[config.mk]
export PLATFORM = sky130hd
export DESIGN_NAME = aff_div_step
export DESIGN_NICKNAME = d
export VERILOG_FILES = /design/src/rtl/core/aff_inv_pkg.sv /design/src/rtl/core/aff_div_step.sv
export SDC_FILE = /design/constraint.sdc
export NUM_CORES = 2
export LEC_CHECK = 0
export BUFFER_PORTS_ARGS = -buffer_cell sky130_fd_sc_hd__buf_2
export CAP_MARGIN = 20
export CORE_AREA = 4 4 505 507
export CTS_CLUSTER_DIAMETER = 30
export DETAILED_ROUTE_END_ITERATION = 12
export DIE_AREA = 0 0 509 511
export PLACE_DENSITY_LB_ADDON = 0.3
export SYNTH_ARGS = -nofsm -noshare
export SYNTH_HDL_FRONTEND = slang
export SYNTH_SLANG_ARGS = --single-unit
[constraint.sdc]
create_clock -name clk -period 0.8 [get_ports clk]
set_clock_uncertainty 0.05 [all_clocks]
set_input_delay 0 -clock clk [delete_from_list [all_inputs] [get_ports clk]]
set_output_delay 0 -clock clk [all_outputs]
set_load 0.03 [all_outputs]
[src/rtl/core/aff_inv_pkg.sv]
// ----------------------------------------------------------------------------
// aff_inv_pkg
// shared types and helpers for the affine 2x3 inverse pipeline
// ----------------------------------------------------------------------------
package aff_inv_pkg;

	localparam int NUM_LANES = 6;   // six inverse entries, one divider lane each
	localparam int QW        = 32;  // quotient width
	localparam int DW        = 64;  // determinant / remainder width
	localparam int NUM_STEPS = QW;  // one quotient bit per divider stage

	// lane order follows the output entries
	localparam int LANE_A = 0;
	localparam int LANE_B = 1;
	localparam int LANE_C = 2;
	localparam int LANE_D = 3;
	localparam int LANE_E = 4;
	localparam int LANE_F = 5;

	localparam logic [QW-1:0] POS_LIMIT = 32'h7FFF_FFFF;
	localparam logic [QW-1:0] NEG_LIMIT = 32'h8000_0000;

	typedef struct packed {
		logic valid;
		logic singular;
	} ctl_t;

	// rem: partial remainder, lq: low dividend bits shifting out, quotient bits in
	typedef struct packed {
		logic [DW-1:0] rem;
		logic [QW-1:0] lq;
		logic          neg;
		logic          ovf;
	} lane_t;

	function automatic logic [31:0] mag32(input logic [31:0] v);
		return v[31] ? (~v + 32'd1) : v;
	endfunction

endpackage

[src/rtl/core/aff_div_step.sv]
// ----------------------------------------------------------------------------
// aff_div_step
// one restoring-division stage: one quotient bit for each of the six lanes
// ----------------------------------------------------------------------------
module aff_div_step
	import aff_inv_pkg::*;
(
	input  logic                  clk,
	input  logic                  arst_n,
	input  logic                  en,
	input  ctl_t                  ctl_in,
	input  logic [DW-1:0]         dm_in,
	input  lane_t [NUM_LANES-1:0] lanes_in,
	output ctl_t                  ctl_s1,
	output logic [DW-1:0]         dm_s1,
	output lane_t [NUM_LANES-1:0] lanes_s1
);

	lane_t [NUM_LANES-1:0] lanes_n;
	logic [DW:0]           trial;
	logic                  ge;

	always_comb begin
		lanes_n = lanes_in;
		trial = '0;
		ge = 1'b0;
		for (int i = 0; i < NUM_LANES; i++) begin
			trial = {lanes_in[i].rem, lanes_in[i].lq[QW-1]};
			ge    = (trial >= {1'b0, dm_in});
			lanes_n[i].rem = ge ? DW'(trial - {1'b0, dm_in}) : trial[DW-1:0];
			lanes_n[i].lq  = {lanes_in[i].lq[QW-2:0], ge};
		end
	end

	always_ff @(posedge clk or negedge arst_n) begin
		if (!arst_n) begin
			ctl_s1 <= '0;
		end else if (en) begin
			ctl_s1 <= ctl_in;
		end
	end

	always_ff @(posedge clk) begin
		if (en) begin
			dm_s1    <= dm_in;
			lanes_s1 <= lanes_n;
		end
	end

endmodule

==> impl_results.md <==
* Max-cap viol count at 0
* Post-synthesis mux area share at 0.880%
* Ys Warns at 0
* Combinational family with the most area after synthesis: compound AO/OA/AOI/OAI gates
* Fin crit share at 353%
* Final Max Slew Viols at 0
* Run status: complete, but fails checks
* HP Start: dm_in[3]
* Leakage power at 43.2 nW
* Syn avg cell area at 9.41 sq um
* WHS Path Cells at 1
* Final Routed Wirelength at 358,000 um
* Antenna violations before repair at 116
* CP Cell Sequence: buf_2 -> dlygate4sd3_1 -> ha_4 -> a21oi_2 -> o21a_1 -> a21bo_4 -> a2111oi_4 -> buf_4 -> o31ai_4 -> a21o_1 -> o311a_1 -> a21oi_2 -> nor2_1 -> xor2_1 -> o21ai_1
* Worst Slack Setup Final at -2.02 ns
* Vias in the first global route at 59.9k
* Cell count after placement at 11.3k
* Final critical-path required period at 2.82 ns
* WHS Endpoint: dm_s1[3]$_DFFE_PP_
* Cell mode on critical path: a21oi_2
* Initial DRT Pass Iterations at 7
* Largest net degree at the start of global routing at 27
* Fillers at 24.9k
* Final Util at 39.0%
* Final net count at 10.3k
* Overall routing resource usage at 25.8%
* Post-Synth Simple-Gate Area at 14.0%
* Worst skew pair latency at 0.81 ns
* Global route total overflow at 0
* Post-synth EDFFs at 652
* Crit start category: input pin
* RSZ-0062 raised after global routing: true
* # clock sinks at 654
* First-pass GRT wire length at 471,000 um
* Initial Utilization at 18.6%
* Core Area at 250,000 sq um
* Hold Path Class: input pin to flip-flop
* Top FF cell, synth: edfxtp_1
* Adder-Cell Fraction of Synth Area at 10.6%
* CTS tree: yes
* Failing checks: negative hold slack, negative setup slack
* H-Tree Depth at 4
* WP data arrival at 3.33 ns
* Mapped Cells at 4,939
* Slew headroom at 48.4%
* Cell Pwr Density at 2050 nW/um^2
* # DRC at 0
* DP Area at 73,400 sq um
* Total power draw at 200 mW
* Root Buffer: clkbuf_16
* Post-synth top cells: edfxtp_1 (652), a21oi_1 (568), nand2_1 (540)
* Seq cells post-synth at 654
* Drt wl/cell at 27.9 um
* Slew at the pin closest to its max-slew limit at 0.766 ns
* Clk buf depth at 4
* Most frequent cell after synthesis: edfxtp_1
* Final Non-Filler Cells at 12.8k
* PortBufs at 1,310
* CP Capture Type: flip-flop
* Maximum vdd drop at 1.72 mV
* Clk slew on worst S/H paths at 0.05 ns
* ANT nets after route at 0
* Dpl hpwl at 286,000 um
* Cts bufs inserted at 192
* Mapped cell area at 46,500 sq um
* Routability congestion estimate at 0.966
* Hold WS at -0.715 ns
* Worst R2R Path Depth at 1
* Xor/xnor cell area share of the yosys netlist at 6.48%
* Ys async rst share at 0.306%
* Worst Setup SP: lanes_in[256]
* Setup violators final at 1,105
* Critical Path RT at 1.31 ns
* Synth cell types at 87
* Reg2reg start: ctl_s1[1]$_DFFE_PN0P_
* Post-Synthesis Net Count at 5,986
* Register area share after synthesis at 42.2%
* Share of cells above drive strength 1 at 49.9%
* Slowest stage delay, CP at 0.66 ns
* Area contributors post-synth: edfxtp_1 (42%), ha_1 (10%), a21oi_1 (6.1%)
* Chip height at 511 um
* Setup slack, reg-to-reg at -0.03 ns
* Routed via count at 59.3k
* Share of the synthesized area in the top cell type at 42.1%
* Slowest CP cell: dlygate4sd3_1
* Kind of critical path: input pin to flip-flop
* R2r endpoint: ctl_s1[1]$_DFFE_PN0P_
* Ports at 1,311
* Hold violation total from the final report at 576
* P&R area growth vs syn at 110%
* Initial DRC Count at 4,491
* Post-route cell area at 97,700 sq um
* Dpl ws at -3.15 ns
* CP max FO at 3
* Fmax at 0.355 GHz
* Vias per inst at 4.63
* Dominant cell type by area after synthesis: edfxtp_1
* Std cell rows at 184
* Die extent in x at 509 um
* DIE AREA at 260,000 sq um
* Post-synthesis compound-gate area fraction at 22.3%
## per-layer routing
metal / track usage [%] / up-vias / part of all wire (%)
met5: 0 / - / 0.11
met4: 14.7 / 60 / 7.0
met3: 5.42 / 649 / 6.6
met2: 44.1 / 2466 / 48
met1: 29.7 / 28971 / 39
li1: - / 27175 / -
## layout by cell type, fill, tap and decap left out, drive strengths merged, types with 14 or more instances in the layout
master       netlist  routed
nand2b            44      44
xnor2            193     193
bufinv             0      26
ha               384     384
o21a              49      49
o211ai            22      22
a31oi             45      45
nand4            115     115
clkinv             1      73
a211oi            45      45
a21oi            568     568
nand3             77      77
o21ai            447     447
nand2            540     540
mux2              31      31
a21o             229     229
nor2             359     359
buf               60    3443
a21boi            14      14
edfxtp           652     652
nor3              57      57
clkbuf           164     247
o31ai             41      41
inv              190     189
o21bai            80      80
and3              36      36
clkinvlp           0      27
nor2b             54      54
or3               29      29
diode              0      80
xor2             151     151
dlygate4sd3        0     833
and2              20      20
nor4              25      25
## registers in the layout, summed over array words and instances, names as in the netlist
| signal | cells |
|---|---|
| ctl_s1 | 2 |
| dm_s1 | 64 |
| lanes_s1 | 588 |
## power by group
| group | total (mW) | switching (mW) | internal [mW] |
|---|---|---|---|
| sequential | 46.2 | 2.58 | 43.7 |
| clock | 77.9 | 25.1 | 52.8 |
| combinational | 75.8 | 42.3 | 33.5 |
| total | 200 | 70.0 | 130 |
## critical path, delay by kind of cell
kind / cells / cell delay, ns
AO/OA/AOI/OAI: 9 / 1.81
XOR/XNOR: 1 / 0.15
AND/OR/NAND/NOR: 1 / 0.07
buffers and inverters: 3 / 0.95
adder cells (fa/ha/maj): 1 / 0.32
## cell families after synthesis
group | Yosys count
AOI/OAI and AO/OA | 1686
and+or+nand+nor | 1413
DFF | 654
buffers and inverters | 415
adders and majority gates | 390
xor gates and xnor gates | 344
muxes | 37
## worst max-delay path by stage
| stage | endpoint | slack (ns) | cells past startpoint |
|---|---|---|---|
| CTS | lanes_s1[358]$_DFFE_PP_ | -1.83 | 17 |
| global placement | lanes_s1[582]$_DFFE_PP_ | -3.16 | 19 |
| detailed placement | lanes_s1[386]$_DFFE_PP_ | -3.15 | 17 |
| global route | lanes_s1[292]$_DFFE_PP_ | -2.05 | 15 |
| floorplan | lanes_s1[141]$_DFFE_PP_ | -2.22 | 15 |
| finish | lanes_s1[292]$_DFFE_PP_ | -2.02 | 15 |
## layout make-up
| class | instances | area, sq um | share of cell area, % |
|---|---|---|---|
| flip-flops and latches | 654 | 19600 | 20.1 |
| inverters | 191 | 868 | 0.888 |
| clock inverters | 124 | 1500 | 1.53 |
| well taps | 3348 | 4190 | 4.29 |
| multi-input cells | 3870 | 31000 | 31.7 |
| diodes | 80 | 200 | 0.205 |
| repair buffers | 4312 | 35400 | 36.2 |
| clock buffers | 222 | 4970 | 5.08 |
## timing repair
action / in CTS / in global routing
gates resized for setup: 798 / 736
pin swaps: 261 / 277
hold endpoints to repair: 1304 / 827
hold buffers: 788 / 87
cloned: 21 / 27
endpoints found under the setup margin: 1044 / 1085
setup buffers: 143 / 114
## per-stage QoR
| stage | hold slack (ns) | TNS (ns) |
|---|---|---|
| after floorplan | -0.346 | -813.51 |
| after global placement | -0.266 | -1329.10 |
| after detailed placement | -0.262 | -1330.44 |
| after CTS | -0.799 | -1152.58 |
| after global routing | -0.773 | -1214.95 |
| final | -0.715 | -1150.90 |
(Power assumes the default switching activity.)
